$ cat src/rtl/tlfr_pkg.sv
// Shared constants for the timed LED fade ramp.
package tlfr_pkg;

    // Brightness scale and fixed-point layout
    localparam int unsigned MAX_LEVEL   = 4095;
    localparam int unsigned LEVEL_W     = 12;        // integer level / PWM width
    localparam int unsigned FRAC_W      = 16;        // Q16 fraction bits
    localparam int unsigned LVL_FIX_W   = 30;        // signed Q13.16 level
    localparam int unsigned SUM_W       = 32;        // level plus or minus one step
    localparam int unsigned PCT_W       = 23;        // unsigned Q7.16 percent
    localparam int unsigned PCT_IN_W    = 7;
    localparam int unsigned TIME_W      = 32;
    localparam int unsigned DELAY_W     = 24;
    localparam int unsigned RAMP_W      = 16;

    localparam int unsigned PCT_SCALE   = 100;
    localparam logic [PCT_W-1:0] PCT_CAP     = 23'h7F_FFFF;
    localparam logic [PCT_W:0]   ONE_PCT     = 24'd65536;
    localparam logic [PCT_W-1:0] FULL_PCT    = 23'd6553600;   // 100 percent in Q16

    // Shared divider for the percent: dividend shift register width and iterations
    localparam int unsigned DVD_W       = 55;        // el*100 in Q16
    localparam int unsigned CNT_W       = 6;
    localparam int unsigned N_PCT       = 55;
    localparam int unsigned N_TGT       = 19;        // percent*MAX_LEVEL width
    localparam int unsigned STEP_W      = 29;        // level step width

    // Divide by 100 through a reciprocal: q = (x * DQ_MUL) >> DQ_SHIFT, exact for x < 2^23
    localparam int unsigned DQ_W        = 23;
    localparam int unsigned DQ_M_W      = 24;
    localparam logic [DQ_M_W-1:0] DQ_MUL = 24'd10737419;    // ceil(2^30 / 100)
    localparam int unsigned DQ_SHIFT    = 30;
    localparam int unsigned DQ_Q_W      = 17;
    localparam int unsigned REM_W       = 7;         // remainder of a divide by 100

    // Configuration register indexes
    localparam logic CFG_FULL_RAMP   = 1'b0;
    localparam logic CFG_PWM_CHANNEL = 1'b1;

    // Clamp and invert the integer part of the level for the PWM on-count
    function automatic logic [LEVEL_W-1:0] pwm_of_level(input logic [LVL_FIX_W-1:0] lvl);
        logic signed [LVL_FIX_W-FRAC_W-1:0] v;
        logic [LEVEL_W-1:0] res;
        v = $signed(lvl[LVL_FIX_W-1:FRAC_W]);
        if (v >= $signed((LVL_FIX_W-FRAC_W)'(MAX_LEVEL))) begin
            res = LEVEL_W'(MAX_LEVEL);
        end else if (v <= 0) begin
            res = '0;
        end else begin
            res = LEVEL_W'(MAX_LEVEL) - v[LEVEL_W-1:0];
        end
        return res;
    endfunction

endpackage

$ cat src/rtl/timed_led_fade_ramp.sv
// Timed LED fade ramp: fade commands, millisecond ticks, one shared serial divider.
// Per item: a tick with no armed fade or before the start time goes straight to the output
// register; a fade command first takes its target; a running tick runs the divider (55
// steps, none with a zero ramp length), then the step states on a step; output can stall.
// Throughput: one item at a time; input is ready again in the cycle the result goes valid.
// Reset: aresetn synchronous active low; ramp state clears, full_ramp_ms goes to 1000.
module timed_led_fade_ramp import tlfr_pkg::*; (
    input  logic                 aclk,
    input  logic                 aresetn,
    // configuration write channel
    input  logic                 cfg_valid,
    output logic                 cfg_ready,
    input  logic                 cfg_index,
    input  logic [RAMP_W-1:0]    cfg_wdata,
    // input items
    input  logic                 s_valid,
    output logic                 s_ready,
    input  logic                 s_kind,
    input  logic [TIME_W-1:0]    s_now_ms,
    input  logic [PCT_IN_W-1:0]  s_brightness_percent,
    input  logic [DELAY_W-1:0]   s_delay_ms,
    // result items
    output logic                 m_valid,
    input  logic                 m_ready,
    output logic                 m_pwm_write,
    output logic [LEVEL_W-1:0]   m_pwm_value,
    output logic                 m_fading,
    output logic                 m_going_up
);

    // Sequencer states
    localparam logic [3:0] ST_IDLE   = 4'd0;   // waiting for an item
    localparam logic [3:0] ST_DIV    = 4'd1;   // divider iterating on the percent
    localparam logic [3:0] ST_TARGET = 4'd2;   // command: take target, set direction
    localparam logic [3:0] ST_PCT    = 4'd3;   // tick: saturate percent quotient
    localparam logic [3:0] ST_GROWTH = 4'd4;   // tick: check growth, start step
    localparam logic [3:0] ST_QUO    = 4'd5;   // tick: growth / 100
    localparam logic [3:0] ST_REM    = 4'd6;   // tick: remainder part of the step
    localparam logic [3:0] ST_FRAC   = 4'd7;   // tick: assemble the step
    localparam logic [3:0] ST_APPLY  = 4'd8;   // tick: move level by the step
    localparam logic [3:0] ST_SETTLE = 4'd9;   // tick: store level, or snap to target and end ramp
    localparam logic [3:0] ST_FINISH = 4'd10;  // hand result to the output register

    // Ramp state
    logic [RAMP_W-1:0]    full_ramp_reg,  full_ramp_next;
    logic [LEVEL_W-1:0]   target_reg,     target_next;
    logic [LVL_FIX_W-1:0] level_reg,      level_next;
    logic [PCT_W-1:0]     last_pct_reg,   last_pct_next;
    logic [TIME_W-1:0]    start_reg,      start_next;
    logic                 planned_reg,    planned_next;
    logic                 active_reg,     active_next;
    logic                 rising_reg,     rising_next;

    // Sequencer
    logic [3:0]           state_reg,      state_next;
    logic                 wr_reg,         wr_next;

    // Shared divider
    logic [DVD_W-1:0]     dvd_reg,        dvd_next;
    logic [DVD_W-1:0]     quo_reg,        quo_next;
    logic [RAMP_W-1:0]    rem_reg,        rem_next;
    logic [RAMP_W-1:0]    den_reg,        den_next;
    logic [CNT_W-1:0]     cnt_reg,        cnt_next;

    // Divide-by-100 operand and step pieces
    logic [DQ_W-1:0]      dq_in_reg,      dq_in_next;
    logic [DQ_Q_W-1:0]    q100_reg,       q100_next;
    logic [STEP_W-1:0]    step_reg,       step_next;

    // Datapath scratch
    logic [PCT_W-1:0]     pct_reg,        pct_next;
    logic signed [SUM_W-1:0] sum_reg,     sum_next;

    // Output register
    logic                 m_valid_reg,    m_valid_next;
    logic                 m_wr_reg,       m_wr_next;
    logic [LEVEL_W-1:0]   m_value_reg,    m_value_next;
    logic                 m_fading_reg,   m_fading_next;
    logic                 m_up_reg,       m_up_next;

    // Combinational helpers
    logic [PCT_IN_W-1:0]  pct_sat;
    logic [N_TGT-1:0]     tgt_prod;
    logic [TIME_W-1:0]    elapsed;
    logic [TIME_W+6:0]    el_x100;
    logic signed [PCT_W:0] growth;
    logic [RAMP_W:0]      trial;
    logic                 trial_ge;
    logic [DQ_W+DQ_M_W-1:0] dq_prod;
    logic [DQ_Q_W-1:0]    dq_quo;
    logic [DQ_W-1:0]      hund_x;
    logic [DQ_W-1:0]      rem100;
    logic [DQ_W-1:0]      frac_prod;
    logic [STEP_W-1:0]    step_hi;
    logic signed [SUM_W-1:0] tgt_fix;
    logic signed [SUM_W-1:0] lvl_ext;
    logic signed [SUM_W-1:0] step_ext;
    logic                 snap;

    assign cfg_ready = 1'b1;
    assign s_ready   = (state_reg == ST_IDLE);

    assign m_valid     = m_valid_reg;
    assign m_pwm_write = m_wr_reg;
    assign m_pwm_value = m_value_reg;
    assign m_fading    = m_fading_reg;
    assign m_going_up  = m_up_reg;

    // Command percent saturates at 100; target dividend is pct*MAX_LEVEL
    assign pct_sat  = (s_brightness_percent > PCT_IN_W'(PCT_SCALE)) ?
                      PCT_IN_W'(PCT_SCALE) : s_brightness_percent;
    assign tgt_prod = N_TGT'(pct_sat) * N_TGT'(MAX_LEVEL);

    // Elapsed time wraps modulo 2^32, as does the start time
    assign elapsed  = s_now_ms - start_reg;
    assign el_x100  = (TIME_W+7)'(elapsed) * (TIME_W+7)'(PCT_SCALE);

    // Percent growth since the last step; negative when time ran backwards
    assign growth    = $signed({1'b0, pct_reg}) - $signed({1'b0, last_pct_reg});

    // One restoring-division step per cycle
    assign trial    = {rem_reg, dvd_reg[DVD_W-1]};
    assign trial_ge = (trial >= {1'b0, den_reg});

    // Divide by 100 by reciprocal multiply on a registered operand
    assign dq_prod  = (DQ_W+DQ_M_W)'(dq_in_reg) * (DQ_W+DQ_M_W)'(DQ_MUL);
    assign dq_quo   = dq_prod[DQ_SHIFT +: DQ_Q_W];

    // step = (growth/100)*MAX + ((growth%100)*MAX)/100
    assign hund_x    = DQ_W'(q100_reg) * DQ_W'(PCT_SCALE);
    assign rem100    = dq_in_reg - hund_x;
    assign frac_prod = DQ_W'(rem100[REM_W-1:0]) * DQ_W'(MAX_LEVEL);
    assign step_hi   = STEP_W'(q100_reg) * STEP_W'(MAX_LEVEL);

    assign tgt_fix  = $signed({{(SUM_W-LEVEL_W-FRAC_W){1'b0}}, target_reg, {FRAC_W{1'b0}}});
    assign lvl_ext  = $signed({{(SUM_W-LVL_FIX_W){level_reg[LVL_FIX_W-1]}}, level_reg});
    assign step_ext = $signed({{(SUM_W-STEP_W){1'b0}}, step_reg});

    // Ramp ends at 100 percent or once the level reaches the target
    assign snap = (pct_reg >= FULL_PCT) ||
                  ( rising_reg && (sum_reg >= tgt_fix)) ||
                  (!rising_reg && (sum_reg <= tgt_fix));

    always_comb begin
        full_ramp_next = full_ramp_reg;
        target_next    = target_reg;
        level_next     = level_reg;
        last_pct_next  = last_pct_reg;
        start_next     = start_reg;
        planned_next   = planned_reg;
        active_next    = active_reg;
        rising_next    = rising_reg;
        state_next     = state_reg;
        wr_next        = wr_reg;
        dvd_next       = dvd_reg;
        quo_next       = quo_reg;
        rem_next       = rem_reg;
        den_next       = den_reg;
        cnt_next       = cnt_reg;
        dq_in_next     = dq_in_reg;
        q100_next      = q100_reg;
        step_next      = step_reg;
        pct_next       = pct_reg;
        sum_next       = sum_reg;
        m_valid_next   = m_valid_reg;
        m_wr_next      = m_wr_reg;
        m_value_next   = m_value_reg;
        m_fading_next  = m_fading_reg;
        m_up_next      = m_up_reg;

        // pwm_channel is held off-block; only the ramp length affects results
        if (cfg_valid && (cfg_index == CFG_FULL_RAMP)) begin
            full_ramp_next = cfg_wdata;
        end

        if (m_valid_reg && m_ready) begin
            m_valid_next = 1'b0;
        end

        unique case (state_reg)
            ST_IDLE: begin
                if (s_valid) begin
                    wr_next = 1'b0;
                    rem_next = '0;
                    quo_next = '0;
                    if (s_kind) begin
                        // fade command: arm, then pct*MAX / 100
                        start_next    = s_now_ms + TIME_W'(s_delay_ms);
                        planned_next  = 1'b1;
                        last_pct_next = '0;
                        dq_in_next    = DQ_W'(tgt_prod);
                        state_next    = ST_TARGET;
                    end else if (planned_reg && (s_now_ms >= start_reg)) begin
                        active_next = 1'b1;
                        if (full_ramp_reg == '0) begin
                            pct_next   = PCT_CAP;
                            state_next = ST_GROWTH;
                        end else begin
                            dvd_next   = {el_x100, {FRAC_W{1'b0}}};
                            den_next   = full_ramp_reg;
                            cnt_next   = CNT_W'(N_PCT);
                            state_next = ST_DIV;
                        end
                    end else begin
                        state_next = ST_FINISH;
                    end
                end
            end
            ST_DIV: begin
                rem_next = trial_ge ? RAMP_W'(trial - {1'b0, den_reg}) : trial[RAMP_W-1:0];
                dvd_next = {dvd_reg[DVD_W-2:0], 1'b0};
                quo_next = {quo_reg[DVD_W-2:0], trial_ge};
                cnt_next = cnt_reg - 1'b1;
                if (cnt_reg == CNT_W'(1)) begin
                    state_next = ST_PCT;
                end
            end
            ST_TARGET: begin
                target_next = dq_quo[LEVEL_W-1:0];
                rising_next = $signed({{(SUM_W-LEVEL_W-FRAC_W){1'b0}},
                                       dq_quo[LEVEL_W-1:0], {FRAC_W{1'b0}}}) > lvl_ext;
                state_next  = ST_FINISH;
            end
            ST_PCT: begin
                pct_next   = (quo_reg[DVD_W-1:PCT_W] != '0) ? PCT_CAP : quo_reg[PCT_W-1:0];
                state_next = ST_GROWTH;
            end
            ST_GROWTH: begin
                if (growth >= $signed(ONE_PCT)) begin
                    last_pct_next = pct_reg;
                    dq_in_next    = DQ_W'(growth[PCT_W-1:0]);
                    state_next    = ST_QUO;
                end else begin
                    state_next = ST_FINISH;
                end
            end
            ST_QUO: begin
                q100_next  = dq_quo;
                state_next = ST_REM;
            end
            ST_REM: begin
                step_next  = step_hi;
                dq_in_next = frac_prod;
                state_next = ST_FRAC;
            end
            ST_FRAC: begin
                step_next  = step_reg + STEP_W'(dq_quo);
                state_next = ST_APPLY;
            end
            ST_APPLY: begin
                sum_next   = rising_reg ? (lvl_ext + step_ext) : (lvl_ext - step_ext);
                state_next = ST_SETTLE;
            end
            ST_SETTLE: begin
                if (snap) begin
                    level_next   = tgt_fix[LVL_FIX_W-1:0];
                    planned_next = 1'b0;
                    active_next  = 1'b0;
                    start_next   = '0;
                end else begin
                    level_next = sum_reg[LVL_FIX_W-1:0];
                end
                wr_next    = 1'b1;
                state_next = ST_FINISH;
            end
            ST_FINISH: begin
                // output register frees up, or is taken this cycle
                if (!m_valid_reg || m_ready) begin
                    m_valid_next  = 1'b1;
                    m_wr_next     = wr_reg;
                    m_value_next  = wr_reg ? pwm_of_level(level_reg) : '0;
                    m_fading_next = active_reg;
                    m_up_next     = rising_reg;
                    state_next    = ST_IDLE;
                end
            end
            default: state_next = ST_IDLE;
        endcase
    end

    always_ff @(posedge aclk) begin
        if (!aresetn) begin
            full_ramp_reg <= RAMP_W'(1000);
            target_reg    <= '0;
            level_reg     <= '0;
            last_pct_reg  <= '0;
            start_reg     <= '0;
            planned_reg   <= 1'b0;
            active_reg    <= 1'b0;
            rising_reg    <= 1'b0;
            state_reg     <= ST_IDLE;
            m_valid_reg   <= 1'b0;
        end else begin
            full_ramp_reg <= full_ramp_next;
            target_reg    <= target_next;
            level_reg     <= level_next;
            last_pct_reg  <= last_pct_next;
            start_reg     <= start_next;
            planned_reg   <= planned_next;
            active_reg    <= active_next;
            rising_reg    <= rising_next;
            state_reg     <= state_next;
            m_valid_reg   <= m_valid_next;
        end
    end

    // Datapath and payload registers: no reset needed
    always_ff @(posedge aclk) begin
        wr_reg       <= wr_next;
        dvd_reg      <= dvd_next;
        quo_reg      <= quo_next;
        rem_reg      <= rem_next;
        den_reg      <= den_next;
        cnt_reg      <= cnt_next;
        dq_in_reg    <= dq_in_next;
        q100_reg     <= q100_next;
        step_reg     <= step_next;
        pct_reg      <= pct_next;
        sum_reg      <= sum_next;
        m_wr_reg     <= m_wr_next;
        m_value_reg  <= m_value_next;
        m_fading_reg <= m_fading_next;
        m_up_reg     <= m_up_next;
    end

endmodule

$ cat config.mk
export PLATFORM = sky130hd
export DESIGN_NAME = timed_led_fade_ramp
export DESIGN_NICKNAME = d
export VERILOG_FILES = /design/src/rtl/tlfr_pkg.sv /design/src/rtl/timed_led_fade_ramp.sv
export SDC_FILE = /design/constraint.sdc
export NUM_CORES = 2
export LEC_CHECK = 0
export BUFFER_PORTS_ARGS = -buffer_cell sky130_fd_sc_hd__clkbuf_2
export CAP_MARGIN = 20
export CELL_PAD_IN_SITES_DETAIL_PLACEMENT = 1
export CELL_PAD_IN_SITES_GLOBAL_PLACEMENT = 1
export CORE_MARGIN = 8
export CORE_UTILIZATION = 45
export CTS_CLUSTER_SIZE = 16
export DETAILED_ROUTE_END_ITERATION = 6
export GPL_ROUTABILITY_DRIVEN = 0
export GPL_TIMING_DRIVEN = 0
export PLACE_DENSITY = 0.76
export SLEW_MARGIN = 10
export SYNTH_ARGS = -nofsm -noshare
export SYNTH_HDL_FRONTEND = slang
export SYNTH_SLANG_ARGS = --single-unit
$ cat constraint.sdc
create_clock -name aclk -period 9.2 [get_ports aclk]
set_input_delay 1.84 -clock aclk [delete_from_list [all_inputs] [get_ports aclk]]
set_output_delay 1.84 -clock aclk [all_outputs]
set_load 0.02 [all_outputs]
==> results.md <==
- Sequential cells were found to cover 24.42% of the synthesized design area.
- In this run the standard cell core region covers 0.09487 mm^2.
- The max capacitance violation total is 0.
- The cell repeated most along the worst path is sky130_fd_sc_hd__fa_1.
- The number of global-route vias before repair came to 36.34k.
- The master cell of the clock root buffer is sky130_fd_sc_hd__clkbuf_16.
- The floorplan step defined a die boundary enclosing approximately 0.11 mm^2.
- After routing, the total negative slack on setup checks comes to 0 ns.
- STA classifies the critical path startpoint as a flop.
- The normalized max-slew margin is between 30% and 40%.
- The first TritonRoute pass finished after 5 iterations.
- The initialized floorplan defines ~110 standard-cell rows.
- The floorplan step set the die height to 325.1 um.
- The worst hold path was traced through 0 stages.
- The number of clock sinks is ~400.
- The source of the worst register-to-register timing path is dq_in_reg[3]$_DFFE_PP_.
- The critical hold path startpoint is rising_reg$_SDFFE_PN0N_.
- The number of buffers on the longest clock path is 3.
- The number of clock buffers added by TritonCTS is 45.
- The first routing iteration left around 1.9k violations.
- Across all hold checks on the routed design, the worst slack comes to approximately 0.44 ns.
- The average wire length per cell after detail routing is between 20 and 25 um.
- Relative to the synthesized area, the layout overhead comes to 11.36%.
- Once the floorplan was initialized, standard cells occupied 45.32% of the core.
- The run finished with clean final reports.
- The share of cells above drive strength 1 is 8.031%.
- The leftover overflow at the end of global routing is 0.
- The floorplan step set the die width to about 330 um.
- For the worst-skew pair, the clock arrives at the later sink with an insertion delay of a little over 0.6 ns.
- The net count of the finished layout is ~5.9k.
- In this run the worst path has a maximum fanout of 6.
- In this design, the stage delay of the slowest critical-path cell is between 0.5 and 0.6 ns.
- Clock-pin slew was measured on the worst setup and hold paths at 0.06 ns.
- The worst clock skew is between 0.04 and 0.05 ns.
- The worst setup path is captured at a flop.
- The required time of the worst setup path is 9.51 ns.
- Synthesis produced a netlist with a net count of 5,638.
- For this run, the number of Yosys warnings is 0.
- The worst hold path endpoint is m_going_up$_DFFE_PP_.
- The number of antenna-violating nets in the routed design is 0.
- The clock period could shrink to around 9.2 ns.
- The top cell types in the final layout, fill and taps aside, are sky130_fd_sc_hd__inv_1, sky130_fd_sc_hd__ha_1, sky130_fd_sc_hd__fa_1.
- The most common cell after layout, fill and taps aside is sky130_fd_sc_hd__inv_1.
- The all-layer global routing usage is 22.95%.
- For this run, the leading register cell type out of synthesis is sky130_fd_sc_hd__edfxtp_1.
- The synthesized design contains 269 enable-type register cells.
- For flop-to-flop paths, the worst setup slack is 0.04 ns.
- Yosys mapped the design onto 91 distinct sky130hd cell types.
- TritonCTS built the clock tree.
- The number of buffers inserted by port buffering is about 100.
- The synthesized area is between 0.04 and 0.05 mm^2.
- For this design the top-level I/O count stands at between 100 and 150.
- Summing all non-filler instances in the final layout gives an area of ~0.048 mm^2.
- The critical path in this run is classified as reg2reg.
- The final setup violation count is 0.
- The worst path arrival time is 9.47 ns.
- For this block, the via count after detailed routing is between 30k and 40k.
- The first global-routing pass estimated between 150 and 200 mm of wire.
- A synthesized cell averages about 9.5 um^2.
- At the pin with the least slew margin, the transition time is slightly above 1 ns.
- After filler insertion, the fill cell instance count of the layout stands at 10.81k.
- The number of pins exceeding their max-slew limit in the final report is 0.
- The share of the cycle needed by the critical path after routing is between 90 and 100%.
- The CTS H-tree depth is 2.
- After technology mapping, the gate count stands at between 4k and 5k.
- The class of the most critical hold timing path is reg2reg.
- Based on the critical path, the design can be clocked at up to ~110 MHz.
- The share of synthesized registers carrying an async set or reset is 0%.
- The register with the most flip-flops in the layout has 55 of them.
- The pin count of the biggest net entering global routing is 56.
- Wires add up to ~130 mm.
- The cell type of the slowest stage on the worst timing path is sky130_fd_sc_hd__fa_1.
- The terminus of the critical flop-to-flop path is step_reg[23]$_DFFE_PP_.
- Once placement finished, the instance area stood at between 0.04 and 0.05 mm^2.
- The total count of hold-check failures in the final report was 0.
- The initial antenna violation count came to 2.
- The total of flip-flops plus latches after synthesis is 390.
- The worst register-to-register path has a depth of 32.
- The HPWL after detailed placement is 102.4 mm.
- The number of antenna repair diodes is 0.
- For this run, design rule violations remaining after detail routing come to 0.
- In the routed layout, each cell is associated on average with a via count of ~5.5.
[metrics by stage]
stage,setup WS [ns],instances,utilization [%]
after CTS,0.02359,6022,49.85
after floorplan,0.7353,4527,-
final,0.04182,6059,50.47
after global placement,-1.534,5893,47.52
after global routing,-0.2763,6059,50.47
after detailed placement,-1.705,5908,47.77
[cell usage after synthesis (all sizes together), types with 54 or more instances]
master	count	area, um^2
and3	77	481.7
nand2b	60	375.4
o21ai	176	880.8
nor2	270	1021
o21a	58	435.4
ha	649	8120
a21oi	289	1450
inv	740	2778
mux2i	54	540.5
xor2	112	980.9
xnor2	147	1287
nand2	299	1122
dfxtp	121	2422
clkbuf	93	349.1
edfxtp	269	8078
fa	376	7527
a21o	91	683.2
nor3	87	451.7
nand3	88	440.4
[layout make-up]
type / instances / area, um^2 / area share, %
Inverter: 740 / 2778 / 5.801
Tap cell: 1265 / 1583 / 3.306
Sequential cell: 390 / 10500 / 21.93
Timing Repair Buffer: 183 / 1220 / 2.548
Buffer: 107 / 432.9 / 0.9042
Clock buffer: 62 / 1271 / 2.655
Multi-Input combinational cell: 3290 / 29880 / 62.41
Clock inverter: 22 / 215.2 / 0.4495
[logic make-up after synthesis]
| group | synth area share (%) |
|---|---|
| multiplexers | 1.388 |
| AO/OA/AOI/OAI | 12.84 |
| buffers and inverters | 7.467 |
| AND/OR/NAND/NOR | 12.21 |
| flip-flops | 24.42 |
| XOR/XNOR | 5.276 |
| adder cells (fa/ha/maj) | 36.39 |
| other | 0.008722 |
[worst max-delay path by stage]
stage | startpoint | endpoint | slack, ns | depth (start not counted)
after floorplan | dq_in_reg[6]$_DFFE_PP_ | step_reg[26]$_DFFE_PP_ | 0.74 | 31
after global placement | dq_in_reg[6]$_DFFE_PP_ | step_reg[27]$_DFFE_PP_ | -1.53 | 30
after detailed placement | dq_in_reg[6]$_DFFE_PP_ | step_reg[27]$_DFFE_PP_ | -1.71 | 30
after CTS | dq_in_reg[6]$_DFFE_PP_ | step_reg[28]$_DFFE_PP_ | 0.02 | 33
after global routing | dq_in_reg[2]$_DFFE_PP_ | step_reg[23]$_DFFE_PP_ | -0.28 | 32
final | dq_in_reg[3]$_DFFE_PP_ | step_reg[23]$_DFFE_PP_ | 0.04 | 32
[critical path: cells and delay by family (launching register included)]
family / cells / cell delay [ns]
simple gates: 4 / 0.97
compound gates: 11 / 2.37
buf+inv: 6 / 0.48
xor+xnor: 2 / 0.26
flops: 1 / 0.52
fa+ha+maj: 9 / 4.28
[layer usage]
layer	global-route usage (%)	vias up	routed length, um
li1	-	15900	-
met1	29.39	16770	55310
met2	41.17	649	62940
met3	2.770	171	5128
met4	5.220	0	3091
met5	0	-	0
[repair_timing]
item,in CTS,in global routing
setup buffers,30,37
endpoints found under the setup margin,24,16
hold buffers,0,0
pin swaps,13,38
resized for setup,43,55
Power is not shown: default switching activity piles up to over one toggle a cycle in this logic, so the estimate is an artifact.
